===== config.mk =====
export PLATFORM = sky130hd
export DESIGN_NAME = signed_int32_divider
export DESIGN_NICKNAME = d
export VERILOG_FILES = /design/src/sv/sid_pkg.sv /design/src/sv/sid_dp.sv /design/src/sv/sid_ctrl.sv /design/src/sv/signed_int32_divider.sv
export SDC_FILE = /design/constraint.sdc
export NUM_CORES = 1
export LEC_CHECK = 0
export ABC_CLOCK_PERIOD_IN_PS = 5150
export BUFFER_PORTS_ARGS = -buffer_cell sky130_fd_sc_hd__buf_2
export CORE_MARGIN = 1
export CORE_UTILIZATION = 45
export CTS_CLUSTER_DIAMETER = 50
export DETAILED_ROUTE_END_ITERATION = 7
export GPL_ROUTABILITY_DRIVEN = 0
export PLACE_DENSITY = 0.72
export SLEW_MARGIN = 25
export SYNTH_ARGS = -nofsm -noshare
export SYNTH_HDL_FRONTEND = slang
export SYNTH_SLANG_ARGS = --single-unit

===== constraint.sdc =====
create_clock -name clock -period 5.15 [get_ports clock]
set_input_delay 0.7725 -clock clock [delete_from_list [all_inputs] [get_ports clock]]
set_output_delay 0.7725 -clock clock [all_outputs]
set_load 0.01 [all_outputs]

===== src/sv/sid_pkg.sv =====
`timescale 1ns / 1ps
`default_nettype none

package sid_pkg;

   localparam int DATA_WIDTH = 32;
   localparam int DIGIT_BITS = 2;
   localparam int ITER_COUNT = DATA_WIDTH / DIGIT_BITS;
   localparam int CNT_WIDTH  = $clog2(ITER_COUNT);

   typedef struct packed {
      logic signed [DATA_WIDTH-1:0] dividend;
      logic signed [DATA_WIDTH-1:0] divisor;
   } sid_req_type;

   typedef struct packed {
      logic signed [DATA_WIDTH-1:0] quotient;
      logic                         div_by_zero;
   } sid_rsp_type;

   // controller to datapath commands
   typedef struct packed {
      logic load;
      logic prep;
      logic step;
      logic finish;
   } sid_cmd_type;

endpackage

`default_nettype wire


===== src/sv/sid_dp.sv =====
`timescale 1ns / 1ps
`default_nettype none

module sid_dp (
   input  wire                  clock,
   input  sid_pkg::sid_req_type req_payload,
   input  sid_pkg::sid_cmd_type cmd,
   output sid_pkg::sid_rsp_type rsp_payload
);
   import sid_pkg::*;

   logic [DATA_WIDTH-1:0]   a_ff, a_in;
   logic [DATA_WIDTH-1:0]   b_ff, b_in;
   logic [DATA_WIDTH+1:0]   b3_ff, b3_in;
   logic [DATA_WIDTH-1:0]   rem_ff, rem_in;
   logic [DATA_WIDTH-1:0]   q_ff, q_in;
   logic                    neg_ff, neg_in;
   logic                    dz_ff, dz_in;
   sid_rsp_type             rsp_ff, rsp_in;

   logic [DATA_WIDTH-1:0]   num, den;
   logic [DATA_WIDTH+1:0]   part;
   logic [DATA_WIDTH+2:0]   d1, d2, d3;
   logic [DATA_WIDTH-1:0]   q_neg;

   assign num   = req_payload.dividend;
   assign den   = req_payload.divisor;
   assign part  = {rem_ff, a_ff[DATA_WIDTH-1 -: DIGIT_BITS]};
   assign d1    = {1'b0, part} - {3'b000, b_ff};
   assign d2    = {1'b0, part} - {2'b00, b_ff, 1'b0};
   assign d3    = {1'b0, part} - {1'b0, b3_ff};
   assign q_neg = ~q_ff + {{(DATA_WIDTH-1){1'b0}}, 1'b1};

   always_comb begin
      a_in   = a_ff;
      b_in   = b_ff;
      b3_in  = b3_ff;
      rem_in = rem_ff;
      q_in   = q_ff;
      neg_in = neg_ff;
      dz_in  = dz_ff;
      rsp_in = rsp_ff;
      if (cmd.load) begin
         // take magnitudes; the most negative value stays 0x80000000 unsigned
         a_in   = num[DATA_WIDTH-1] ? (~num + {{(DATA_WIDTH-1){1'b0}}, 1'b1}) : num;
         b_in   = den[DATA_WIDTH-1] ? (~den + {{(DATA_WIDTH-1){1'b0}}, 1'b1}) : den;
         neg_in = num[DATA_WIDTH-1] ^ den[DATA_WIDTH-1];
         dz_in  = (den == '0);
         rem_in = '0;
         q_in   = '0;
      end
      if (cmd.prep) begin
         b3_in = {2'b00, b_ff} + {1'b0, b_ff, 1'b0};
      end
      if (cmd.step) begin
         // radix-4 digit: pick the largest multiple that fits
         a_in = {a_ff[DATA_WIDTH-DIGIT_BITS-1:0], {DIGIT_BITS{1'b0}}};
         if (!d3[DATA_WIDTH+2]) begin
            rem_in = d3[DATA_WIDTH-1:0];
            q_in   = {q_ff[DATA_WIDTH-DIGIT_BITS-1:0], 2'd3};
         end else if (!d2[DATA_WIDTH+2]) begin
            rem_in = d2[DATA_WIDTH-1:0];
            q_in   = {q_ff[DATA_WIDTH-DIGIT_BITS-1:0], 2'd2};
         end else if (!d1[DATA_WIDTH+2]) begin
            rem_in = d1[DATA_WIDTH-1:0];
            q_in   = {q_ff[DATA_WIDTH-DIGIT_BITS-1:0], 2'd1};
         end else begin
            rem_in = part[DATA_WIDTH-1:0];
            q_in   = {q_ff[DATA_WIDTH-DIGIT_BITS-1:0], 2'd0};
         end
      end
      if (cmd.finish) begin
         if (dz_ff) begin
            rsp_in.quotient = '0;
         end else if (neg_ff) begin
            rsp_in.quotient = q_neg;
         end else begin
            rsp_in.quotient = q_ff;
         end
         rsp_in.div_by_zero = dz_ff;
      end
   end

   always_ff @(posedge clock) begin
      a_ff   <= a_in;
      b_ff   <= b_in;
      b3_ff  <= b3_in;
      rem_ff <= rem_in;
      q_ff   <= q_in;
      neg_ff <= neg_in;
      dz_ff  <= dz_in;
      rsp_ff <= rsp_in;
   end

   assign rsp_payload = rsp_ff;

endmodule

`default_nettype wire


===== src/sv/sid_ctrl.sv =====
`timescale 1ns / 1ps
`default_nettype none

module sid_ctrl (
   input  wire                  clock,
   input  wire                  reset,
   input  wire                  req_valid,
   output logic                 req_ready,
   output logic                 rsp_valid,
   input  wire                  rsp_ready,
   output sid_pkg::sid_cmd_type cmd
);
   import sid_pkg::*;

   localparam logic [1:0] ST_IDLE = 2'd0;
   localparam logic [1:0] ST_PREP = 2'd1;
   localparam logic [1:0] ST_ITER = 2'd2;
   localparam logic [1:0] ST_DONE = 2'd3;

   localparam logic [CNT_WIDTH-1:0] ITER_LAST = CNT_WIDTH'(ITER_COUNT - 1);

   logic [1:0]           state_ff, state_in;
   logic [CNT_WIDTH-1:0] cnt_ff, cnt_in;
   logic                 rsp_valid_ff, rsp_valid_in;
   logic                 out_free;

   assign out_free  = !rsp_valid_ff || rsp_ready;
   assign req_ready = (state_ff == ST_IDLE);
   assign rsp_valid = rsp_valid_ff;

   always_comb begin
      state_in     = state_ff;
      cnt_in       = cnt_ff;
      rsp_valid_in = rsp_valid_ff && !rsp_ready;
      cmd          = '0;
      case (state_ff)
         ST_IDLE: begin
            if (req_valid) begin
               cmd.load = 1'b1;
               state_in = ST_PREP;
            end
         end
         ST_PREP: begin
            cmd.prep = 1'b1;
            cnt_in   = '0;
            state_in = ST_ITER;
         end
         ST_ITER: begin
            cmd.step = 1'b1;
            cnt_in   = cnt_ff + 1'b1;
            if (cnt_ff == ITER_LAST) begin
               state_in = ST_DONE;
            end
         end
         ST_DONE: begin
            // hold until the output register is free
            if (out_free) begin
               cmd.finish   = 1'b1;
               rsp_valid_in = 1'b1;
               state_in     = ST_IDLE;
            end
         end
         default: begin
            state_in = ST_IDLE;
         end
      endcase
   end

   always_ff @(posedge clock) begin
      if (reset) begin
         state_ff     <= ST_IDLE;
         cnt_ff       <= '0;
         rsp_valid_ff <= 1'b0;
      end else begin
         state_ff     <= state_in;
         cnt_ff       <= cnt_in;
         rsp_valid_ff <= rsp_valid_in;
      end
   end

endmodule

`default_nettype wire


===== src/sv/signed_int32_divider.sv =====
// Signed 32-bit divider, quotient truncated toward zero.
// Request channel (req_valid/req_ready/req_payload) carries dividend and
// divisor; response channel (rsp_valid/rsp_ready/rsp_payload) carries the
// quotient and a div_by_zero flag. A zero divisor gives quotient 0 with
// the flag set; the most negative value over minus one wraps to itself.
// One request is in flight at a time. req_ready is high only while the
// controller is idle. After acceptance: the prep state forms 3x the
// divisor magnitude, then 16 radix-4 passes of the shared compare/subtract
// unit retire two quotient bits each, then the done state applies the sign
// into the output register once that register is free.
// The output register lets the next request be accepted while a response
// waits; if the receiver still stalls when the next quotient is ready, the
// controller holds it until the output register frees up.
// Synchronous reset returns the controller to idle and drops rsp_valid.
`timescale 1ns / 1ps
`default_nettype none

module signed_int32_divider (
   input  wire                  clock,
   input  wire                  reset,
   input  wire                  req_valid,
   output logic                 req_ready,
   input  sid_pkg::sid_req_type req_payload,
   output logic                 rsp_valid,
   input  wire                  rsp_ready,
   output sid_pkg::sid_rsp_type rsp_payload
);
   import sid_pkg::*;

   sid_cmd_type cmd;

   sid_ctrl u_ctrl (
      .clock     (clock),
      .reset     (reset),
      .req_valid (req_valid),
      .req_ready (req_ready),
      .rsp_valid (rsp_valid),
      .rsp_ready (rsp_ready),
      .cmd       (cmd)
   );

   sid_dp u_dp (
      .clock       (clock),
      .req_payload (req_payload),
      .cmd         (cmd),
      .rsp_payload (rsp_payload)
   );

endmodule

`default_nettype wire


# [Yosys cells after proc, flatten, opt, wreduce, memory -nomap -nowiden]
# Index checks and enable logic that the tools add are counted.
# Widths: inputs -> output; s select.
[word_totals] input_bits=68 reg_bits=204
[classes] reduce_logical=9 eq_ne=7 addsub=8 muxes=27 bitwise=4
[ops] operator="$mux 32" count=10
[ops] operator="$add 32x1->32 const B" count=3
[ops] operator="$not 32->32" count=3
[ops] operator="$sub 34x32->35" count=1
[ops] operator="$sub 34x33->35" count=1
[ops] operator="$sub 34x34->35" count=1
[ops] operator="$add 32x33->34" count=1
[ops] operator="$logic_not 32->1" count=1
[ops] operator="$mux 31" count=1
[ops] operator="$mux 2" count=5
[ops] operator="$mux 1" count=9
[ops] operator="$pmux 2 s4" count=1
[ops] operator="$pmux 4 s2" count=1
[ops] operator="$add 4x1->4 const B" count=1
[ops] operator="$eq 2x2->1 const B" count=2
[ops] operator="$eq 4x4->1 const B" count=1
[ops] operator="$ne 2x1->1 const B" count=2
[ops] operator="$reduce_bool 2->1" count=2
[ops] operator="$reduce_and 3->1" count=1
[ops] operator="$eq 2x1->1 const B" count=1
[ops] operator="$logic_not 1->1" count=2
[ops] operator="$logic_not 2->1" count=1
[ops] operator="$ne 2x2->1 const B" count=1
[ops] operator="$logic_and 1x1->1" count=1
[ops] operator="2 further kinds" count=2

# [Longest topological paths before layout]
# Gate-level depths: netlist of run 1.
[logic_depth] depth_word=5 ltp_mapped=15 mapped_depth_nobuf=13

# [By module]
# Synthesis of run 1 repeated with hierarchy kept, for this count alone.
[unflattened] hier_cells=1819 area_unflattened_um2=16814.9
[modules_own_cells] module="sid_dp" n_inst=1 area_each_um2=16415.7 cells_each=1774
[modules_own_cells] module="sid_ctrl" n_inst=1 area_each_um2=399.1 cells_each=45

# [Worst setup path after synthesis of run 1]
# Ideal clock, no wire load.
[synth_path] kind="register -> register" startpoint="reg u_dp.a_ff[30]" endpoint="reg u_dp.rem_ff[1] (data pin)" slack_ps=1588 period_less_slack_ps=3562 path_buffers=2 required_time_ps=4893 setup_ps=257 arrival_ps=3305 stages_incl_launch_ff=16 path_cell_list="edfxtp_1 inv_1 ha_1 inv_1 fa_1 a211oi_1 o21ai_1 a21oi_1 nor2_1 a221o_1 o31ai_2 buf_2 buf_2 mux2i_1 nand2_1 a32o_1"
[synth_between] elab_chain_len=5 elab_cells_between_ends=7
[synth_rtl] item="start, declared" line="sid_dp.sv:12" rtl="logic [DATA_WIDTH-1:0] a_ff, a_in;"
[synth_rtl] item="start signal, assigned" line="sid_dp.sv:85" rtl="a_ff <= a_in;"
[synth_rtl] item="$sub 34x32->35" line="sid_dp.sv:29" rtl="assign d1 = {1'b0, part} - {3'b000, b_ff};"
[synth_rtl] item="$mux 32" line="sid_dp.sv:64" rtl="end else if (!d1[DATA_WIDTH+2]) begin"
[synth_rtl] item="$mux 32" line="sid_dp.sv:61" rtl="end else if (!d2[DATA_WIDTH+2]) begin"
[synth_rtl] item="$mux 32 (*)" line="sid_dp.sv:58" rtl="if (!d3[DATA_WIDTH+2]) begin"
[synth_rtl] item="$mux 32 (*)" line="sid_dp.sv:55" rtl="if (cmd.step) begin"
[synth_rtl] item="end signal, assigned" line="sid_dp.sv:88" rtl="rem_ff <= rem_in;"
[synth_rtl] item="end, declared" line="sid_dp.sv:15" rtl="logic [DATA_WIDTH-1:0] rem_ff, rem_in;"
# Every way passes the cells marked *; elsewhere a longest branch is shown, timed or not.
# A chain may end at the register's enable or synchronous reset.

# [Final worst setup path of run 1]
[layout_path] startpoint="reg u_dp.a_ff[30]" endpoint="reg u_dp.rem_ff[31] (data pin)"
# Same word-level chain as after synthesis.

==> results of run 1 <==
==> per-stage QoR <==
step | power [µW] | hold slack, ns | std cells | worst slack [ns]
floorplan | 9530 | 0.437 | 1780 | 1.59
global placement | 11300 | 0.448 | 2300 | 0.901
detailed placement | 11500 | 0.461 | 2300 | 0.762
CTS | 13300 | 0.464 | 2346 | 0.748
global route | 14400 | 0.486 | 2352 | 0.481
finish | 13400 | 0.471 | 2352 | 0.731
==> cell type report <==
type / count / area, µm²
clock inverter: 17 / 146
multi-input combinational: 1405 / 9830
clock buffer: 29 / 641
inverter: 114 / 428
sequential: 204 / 6040
tap: 461 / 577
timing repair buffer: 118 / 658
antenna: 4 / 10.0
fill: 3166 / 17500
==> state kept, by name, indices dropped and copies added (netlist names), 2 cells and up <==
name and count:
u_ctrl.cnt_ff 4, u_ctrl.state_ff 2, u_dp.a_ff 32, u_dp.b3_ff 34
u_dp.b_ff 32, u_dp.q_ff 32, u_dp.rem_ff 32, u_dp.rsp_payload 33
==> final timing paths <==
kind | from | endpoint | cells after the start | slack, ns
worst min-delay path | req_payload[0] | u_dp.b_ff[0] | 1 | 0.47
worst max-delay path | u_dp.a_ff[30] | u_dp.rem_ff[31] | 13 | 0.73
worst min register to register | u_dp.a_ff[0] | u_dp.a_ff[0] | 2 | 0.47
worst max register to register | u_dp.a_ff[30] | u_dp.rem_ff[31] | 13 | 0.73
==> cell usage after synthesis, drive strengths merged, types with 38 or more instances <==
cell type,n
clkbuf,46
and2,38
nor2,130
nand3,43
a21o,50
ha,139
o21ai,138
edfxtp,195
xnor2,94
a21oi,116
nand2,137
inv,112
xor2,90
==> logic make-up (layout without fill, tap and decap cells) <==
kind of cell	count (synthesis)	in the layout	share of synthesized area
AO/OA/AOI/OAI	545	545	0.219
AND/OR/NAND/NOR	510	510	0.153
flip-flops	204	204	0.366
XOR/XNOR	184	184	0.0977
buffers and inverters	171	278	0.0393
adder cells (fa/ha/maj)	143	143	0.110
multiplexers	23	23	0.0148
other	0	4	0
==> per-layer routing <==
layer  wire (µm)  share of wire
met2       18400           0.45
met1       18000           0.44
met4        1190          0.029
met5           0              0
met3        2930          0.072
==> power by group through the flow <==
| stage | registers (µW) | logic [µW] | clock network [µW] |
|---|---|---|---|
| final | 3360 | 8370 | 1680 |
| after global routing | 3430 | 9200 | 1760 |
| after CTS | 3360 | 8180 | 1710 |
| after detailed placement | 3390 | 8110 | 0 |
| after global placement | 3360 | 7940 | 0 |
| after floorplan | 3210 | 6320 | 0 |
==> cells in the final DEF, fill, tap and decap left out, drive strengths merged, types with 12 or more instances in the layout <==
master / instances
edfxtp: 195
ha: 139
o21ai: 138
nand2: 137
nor2: 130
buf: 118
a21oi: 116
inv: 116
xnor2: 94
xor2: 90
a21o: 50
nand3: 43
and2: 38
o31ai: 36
a211oi: 30
nor3: 29
clkbuf: 29
nand2b: 27
o21a: 24
o41ai: 16
o21bai: 15
nor2b: 15
or3: 15
o22ai: 14
or4: 14
and3: 13
nand4: 13
o211ai: 13
clkinv: 13
mux2i: 12
==> results.toml, run 1 <==
[outcome]
status = "complete, no violations"

[timing]
fmax_mhz = 226
hold_viol = 0
period_minus_slack_ns = 4.42
setup_viol = 0
rsz0062_at_grt = "false"
tightest_slew_ns = 0.922
finalCritPeriodShare = 0.858
skew_ns = 0.0165
drv_slew = 0
maxSlewHeadroom = 0.383
setup_tns_ns = 0

[cells_and_area]
layout-drive-gt1-share = 0.105
fin_util = 0.511
fin_nets = 2079
syn_to_final_growth_pct = 11.1
final_area_mm2 = 0.0183

[power]
sw_frac_of_total = 0.469
power_density_mw_per_mm2 = 732
cellInternalPower_uw = 7120
p_leak_uw = 0.00745
clock_power_share = 0.126
comb_power_share = 0.624
power_frac_seq = 0.251
irDropWorstVdd_v = 0.000547
power.switching_uw = 6290

[synth]
synth.yosys.warnings = 0
ys_async_sr_fraction = 0
synth_area_leaders = "edfxtp_1, ha_1, xnor2_1"
synth-seq-cells = 204
syn-cell-area_mm2 = 0.0165
synth.largest_area_cell = "edfxtp_1"
syn_inst = 1780
synth_flop_cell = "edfxtp_1"
netlist.area_leader.share = 0.355
seq_area_frac_synth = 0.366
synth-edff-count = 195
syn_avg_cell_area_um2 = 9.26
syn_nets = 1991
ys_types = 82

[clock_network]
cts-root-buf = "clkbuf_16"
clkSinkCount = 204
cts_tree = "done"
htreeDepth = 1
hold_buffers = 0
clkSlewWorstSetupHoldPaths_ns = 0.06
cts_buffer_depth = 3
cts_resized = 0
numCtsBuffers = 25
post_cts_buffers = 0
clk_latency_ns = 0.55

[placed_design]
io_buffers = 102
hpwl_mm = 31.5
dpl-instance-area_mm2 = 0.0175

[global_route]
met1_usage = 0.282
grt_pass1_vias = 13492
grt_start_max_net_pins = 64
busiest_layer = "met2"
met3_usage = 0.0338
grt_overflow = 0
grt_util_met2 = 0.351
grt_pass1_wl_mm = 66.1
grt_usage = 0.213
grt_antenna_before_repair = 4

[worst_setup_path]
cpMaxStageDelayCell = "o31ai_4"
slowest_delay_ns = 0.56
worstPathRequired_ns = 5.41
crit_family = "compound AO/OA/AOI/OAI gates"
end_kind = "flop"
worstPathMaxFanout = 8
worstSetupPathType = "flop to flop"
path_buf_inv = 3
critPathLaunchType = "flop"
crit_chain = "inv_1 > ha_1 > inv_1 > fa_1 > a211oi_1 > o21ai_1 > a21oi_1 > nor2_1 > a221o_1 > o31ai_4 > clkinv_1 > a2111oi_0 > a2111oi_0"
arrival_ns = 4.68

[die]
num_io_pins = 103
core-area_mm2 = 0.0358
die_height_um = 193
die_width_um = 193
start_util = 0.460
die-area_mm2 = 0.0374
fp-row-count = 69

[routing]
dr.pass1.iters = 5
drt-total-wl_mm = 40.5
avgViaCountPerCell = 5.92
drt-initial-drc-count = 1185
drc = 0
drtAntennaViolNets = 0
wl_per_cell_um = 17.2
vias = 13915

[hold_path]
hold_class = "input pin to flop"

[flow_run]
cap_violations = 0
(Power assumes the default switching activity.)
==> run 2: changes to the inputs <==
--- a/config.mk
+++ b/config.mk
@@ -6,13 +6,13 @@
 export NUM_CORES = 1
 export LEC_CHECK = 0
 export ABC_CLOCK_PERIOD_IN_PS = 5150
-export BUFFER_PORTS_ARGS = -buffer_cell sky130_fd_sc_hd__buf_2
 export CORE_MARGIN = 1
 export CORE_UTILIZATION = 45
 export CTS_CLUSTER_DIAMETER = 50
 export DETAILED_ROUTE_END_ITERATION = 7
+export DONT_BUFFER_PORTS = 1
 export GPL_ROUTABILITY_DRIVEN = 0
-export PLACE_DENSITY = 0.72
+export PLACE_DENSITY = 0.7
 export SLEW_MARGIN = 25
 export SYNTH_ARGS = -nofsm -noshare
 export SYNTH_HDL_FRONTEND = slang
==> run 2 against run 1 <==
- register-to-register slack better by 0.11 ns
- hold slack got worse by 0.17 ns
- final cell count down 4.5%
- die area unchanged
- first-iteration DRC count shrank 5.1%
- sequential share of layout area up 1.0 points
- critical path type unchanged
==> results.toml, run 2 (synthesized netlist as in run 1, its figures left out) <==
[clock_network]
clkSinkCount = 204
cts-root-buf = "clkbuf_16"
cts_tree = "done"
clk_latency_ns = 0.54
cts_buffer_depth = 3
clkSlewWorstSetupHoldPaths_ns = 0.06
numCtsBuffers = 25
cts_resized = 0
htreeDepth = 1
post_cts_buffers = 0
hold_buffers = 0

[die]
fp-row-count = 69
die_height_um = 193
die_width_um = 193
core-area_mm2 = 0.0358
num_io_pins = 103
start_util = 0.460
die-area_mm2 = 0.0374

[global_route]
grt_pass1_vias = 13067
grt_overflow = 0
grt_antenna_before_repair = 0
grt_start_max_net_pins = 74
grt_usage = 0.214
grt_pass1_wl_mm = 65.9

[worst_setup_path]
arrival_ns = 4.66
startpoint = "u_dp.a_ff[30]"
r2r_slack_ns = 0.84
worstPathRequired_ns = 5.50
rr_endpoint = "u_dp.rem_ff[14]"
critPathLaunchType = "flop"
end_kind = "flop"
endpoint = "u_dp.rem_ff[14]"
worstPathMaxFanout = 30
worstReg2RegStart = "u_dp.a_ff[30]"
worstSetupPathType = "flop to flop"
reg2regPathDepth = 13

[timing]
drv_slew = 0
whs_ns = 0.296
tightest_slew_ns = 0.959
period_minus_slack_ns = 4.31
setup_viol = 0
hold_viol = 0
skew_ns = 0.0189
setup_tns_ns = 0
fmax_mhz = 232
finalCritPeriodShare = 0.837
rsz0062_at_grt = "false"
maxSlewHeadroom = 0.358

[hold_path]
hold_class = "input pin to flop"
hold_start = "reset"

[routing]
dr.pass1.iters = 7
wl_met1_mm = 18.1
drt-total-wl_mm = 40.8
wl_per_cell_um = 18.2
avgViaCountPerCell = 6.06
dr_wl_met3_mm = 3.48
vias = 13606
drt-initial-drc-count = 1124
top_layer = "met4"
drc = 0
routed-wl-met2_mm = 18.3
drtAntennaViolNets = 0

[placed_design]
hpwl_mm = 31.5
dp.cells = 2198
io_buffers = 0
dpl-instance-area_mm2 = 0.0170

[power]
power_density_mw_per_mm2 = 750
p_leak_uw = 0.00702
irDropWorstVdd_v = 0.000574
power_uw = 13300

[cells_and_area]
layout_commonest_cell = "edfxtp_1"
fin_nets = 1977
mostFrequentLayoutCells = "edfxtp_1, ha_1, nand2_1, o21ai_0, nor2_1"
layout-drive-gt1-share = 0.0532
final_cells = 2246
diodes = 0
largest_reg_flops = 34
syn_to_final_growth_pct = 7.73
top_register = "u_dp.b3_ff"
final_area_mm2 = 0.0178

[flow_run]
cap_violations = 0

[outcome]
status = "complete, no violations"
[run 2: cell types whose count changed in the layout (fill, tap and decap cells not counted), sizes merged]
cell      delta
clkinvlp     +3
bufinv       -1
buf        -102
clkinv       -2
diode        -4
[run 2: per-stage QoR]
step | utilization | worst slack, ns
6_report | 0.496 | 0.840
5_1_grt | 0.496 | 0.654
4_1_cts | 0.495 | 0.940
3_5_place_dp | 0.474 | 0.956
3_3_place_gp | 0.474 | 1.00
2_1_floorplan | - | 1.59
[run 2: report_power, final]
| group | internal (µW) | switching (µW) |
|---|---|---|
| registers | 2820 | 576 |
| clock network | 908 | 727 |
| logic | 3290 | 5010 |
[run 2: worst max-delay path, cell delays in order (launching register included)]
cell and delay (ns):
edfxtp_1 0.35, inv_1 0.10, ha_1 0.18, inv_1 0.06, fa_1 0.40, a21oi_1 0.21, nand4b_1 0.19, a211oi_1 0.10
nor4b_1 0.56, nor2_1 0.24, a31o_2 0.48, nor2_1 0.80, o21ai_0 0.23, o22ai_1 0.22
[run 2: layer usage]
| layer | track usage | vias up |
|---|---|---|
| met3 | 0.0417 | 71 |
| met1 | 0.288 | 6431 |
| met4 | 0.0590 | 0 |
| met2 | 0.350 | 489 |
| met5 | 0 | - |
| li1 | - | 6615 |
[run 2: worst min-delay path by stage]
stage | end | slack, ns | cells past startpoint
6_report | u_ctrl.cnt_ff[0] | 0.30 | 1
5_1_grt | u_ctrl.cnt_ff[0] | 0.28 | 1
4_1_cts | u_ctrl.cnt_ff[1] | 0.28 | 1
3_5_place_dp | u_dp.a_ff[0] | 0.45 | 2
3_3_place_gp | u_dp.a_ff[0] | 0.45 | 2
2_1_floorplan | u_dp.a_ff[0] | 0.44 | 2
[run 2: cell type report]
cell class	instances	area (µm²)
Clock inverter	17	121
Tap cell	461	577
Multi-Input combinational cell	1405	9830
Sequential cell	204	6040
Timing Repair Buffer	16	135
Clock buffer	29	641
Inverter	114	428
Fill cell	3222	18100
==> run 3: changes to the inputs <==
--- a/config.mk
+++ b/config.mk
@@ -5,7 +5,8 @@
 export SDC_FILE = /design/constraint.sdc
 export NUM_CORES = 1
 export LEC_CHECK = 0
-export ABC_CLOCK_PERIOD_IN_PS = 5150
+export ABC_AREA = 1
+export ABC_CLOCK_PERIOD_IN_PS = 4200
 export CORE_MARGIN = 1
 export CORE_UTILIZATION = 45
 export CTS_CLUSTER_DIAMETER = 50
==> constraint.sdc (replaced) <==
create_clock -name clock -period 4.2 [get_ports clock]
set_input_delay 0.63 -clock clock [delete_from_list [all_inputs] [get_ports clock]]
set_output_delay 0.63 -clock clock [all_outputs]
set_load 0.01 [all_outputs]
==> run 3 against run 2 <==
- combinational power increased by 42%
- utilization increased by 0.43 points
- critical path depth increased by 2
==> results.toml, run 3 <==
[worst_setup_path]
path_buf_inv = 5
critPathLaunchType = "flop"
slowest_delay_ns = 0.44
worstSetupPathType = "flop to flop"
path_common_cell = "inv_1"
cpMaxStageDelayCell = "edfxtp_1"
worstPathMaxFanout = 26
end_kind = "flop"
arrival_ns = 3.53
worstPathRequired_ns = 4.53
crit_family = "simple AND/OR/NAND/NOR gates"
crit_chain = "inv_1 > ha_1 > nand2_1 > inv_1 > a21oi_1 > o21ai_1 > a21oi_1 > buf_4 > nand2_2 > buf_12 > or2_2 > nand3_1 > nand3_1 > nand2_1 > inv_1"

[clock_network]
cts_buffer_depth = 3
htreeDepth = 1
cts-root-buf = "clkbuf_16"
cts_tree = "done"
clk_latency_ns = 0.59
cts_resized = 0
clkSinkCount = 204
hold_buffers = 0
clkSlewWorstSetupHoldPaths_ns = 0.06
post_cts_buffers = 0
numCtsBuffers = 30

[global_route]
grt_pass1_vias = 17662
grt_start_max_net_pins = 49
grt_antenna_before_repair = 0
grt_usage = 0.257
grt_pass1_wl_mm = 89.7
grt_overflow = 0

[timing]
period_minus_slack_ns = 3.20
hold_viol = 0
setup_tns_ns = 0
tightest_slew_ns = 1.02
rsz0062_at_grt = "false"
maxSlewHeadroom = 0.316
skew_ns = 0.0201
setup_viol = 0
drv_slew = 0
fmax_mhz = 313
finalCritPeriodShare = 0.761

[cells_and_area]
syn_to_final_growth_pct = 8.41
final_cells = 3310
largest_reg_flops = 34
n_fill_cell = 3931
mostFrequentLayoutCells = "nand2_1, inv_1, nor2_1, nand3_1, a21oi_1"
fin_nets = 2965
diodes = 0
top_register = "u_dp.b3_ff"
regArea_mm2 = 0.00604
multi_input_comb_area_mm2 = 0.0111
layout-drive-gt1-share = 0.0486
layout_commonest_cell = "nand2_1"

[routing]
drc = 0
wl_per_cell_um = 17.0
avgViaCountPerCell = 5.62
drt-initial-drc-count = 1846
drt-total-wl_mm = 56.1
vias = 18612
dr.pass1.iters = 7
drtAntennaViolNets = 0

[die]
start_util = 0.461
fp-row-count = 74
die_height_um = 208
die_width_um = 208
core-area_mm2 = 0.0412
die-area_mm2 = 0.0431
num_io_pins = 103

[synth]
synth.largest_area_cell = "edfxtp_1"
synth_common_cells = "nand2_1, inv_1, nor2_1"
ys_async_sr_fraction = 0
syn_nets = 2963
seq_area_frac_synth = 0.318
syn-cell-area_mm2 = 0.0190
synth_area_leaders = "edfxtp_1, nand2_1, ha_1"
syn_inst = 2752
synth-edff-count = 195
synth.yosys.warnings = 0
yosysMostFrequentCell = "nand2_1"
synth_flop_cell = "edfxtp_1"
ys_types = 55
netlist.area_leader.share = 0.308
syn_avg_cell_area_um2 = 6.91
synth-seq-cells = 204

[placed_design]
dp.cells = 3254
hpwl_mm = 44.7
io_buffers = 0

[power]
p_leak_uw = 0.00995
irDropWorstVdd_v = 0.000405
power_density_mw_per_mm2 = 895

[hold_path]
hold_class = "input pin to flop"

[flow_run]
cap_violations = 0

[outcome]
status = "complete, no violations"
[run 3: per-stage QoR]
stage	util	power (µW)	setup WS (ns)	hold slack [ns]	instance area, µm²
3_5_place_dp	0.475	15500	1.17	0.478	19600
2_1_floorplan	-	12600	0.918	0.457	19000
4_1_cts	0.500	18100	1.15	0.0864	20600
6_report	0.500	18500	1.00	0.111	20600
5_1_grt	0.500	19900	0.857	0.0894	20600
3_3_place_gp	0.475	15300	1.21	0.469	19600
[run 3: worst paths after layout]
check	startpoint	endpoint	slack [ns]	cells past startpoint
max	u_dp.b_ff[20]	u_dp.rem_ff[20]	1.00	15
min	reset	u_ctrl.rsp_valid	0.11	1
max reg2reg	u_dp.b_ff[20]	u_dp.rem_ff[20]	1.00	15
min reg2reg	u_dp.a_ff[0]	u_dp.a_ff[0]	0.49	2
[run 3: final cells by class]
type	count	area share
Multi-Input combinational cell	2071	0.539
Sequential cell	204	0.293
Inverter	429	0.0781
Clock buffer	38	0.0389
Tap cell	532	0.0323
Clock inverter	18	0.0107
Timing Repair Buffer	18	0.00777
[run 3: cell families (layout without fill, tap and decap cells)]
group | after synthesis | after routing | synth area share
AO/OA/AOI/OAI | 403 | 403 | 0.117
adder cells (fa/ha/maj) | 143 | 143 | 0.0957
AND/OR/NAND/NOR | 1413 | 1413 | 0.319
buffers and inverters | 477 | 503 | 0.0989
XOR/XNOR | 112 | 112 | 0.0516
flip-flops | 204 | 204 | 0.318
[run 3: worst register-to-register path, cell delays in order, from the launching register on]
cell      delay, ns
edfxtp_1       0.44
inv_1          0.20
ha_1           0.33
nand2_1        0.14
inv_1          0.05
a21oi_1        0.28
o21ai_1        0.15
a21oi_1        0.15
buf_4          0.26
nand2_2        0.21
buf_12         0.22
or2_2          0.28
nand3_1        0.07
nand3_1        0.06
nand2_1        0.09
inv_1          0.04
[run 3: metal layers]
layer / global-route usage / share of wire / vias up
met5: 0 / 0 / -
met2: 0.428 / 0.45 / 891
met1: 0.335 / 0.42 / 8527
met3: 0.0398 / 0.091 / 155
met4: 0.0965 / 0.039 / 0
li1: - / - / 9039
[run 3: where the power goes]
part | internal, µW | switching (µW)
logic | 3900 | 7890
clock network | 1560 | 1010
registers | 3400 | 701
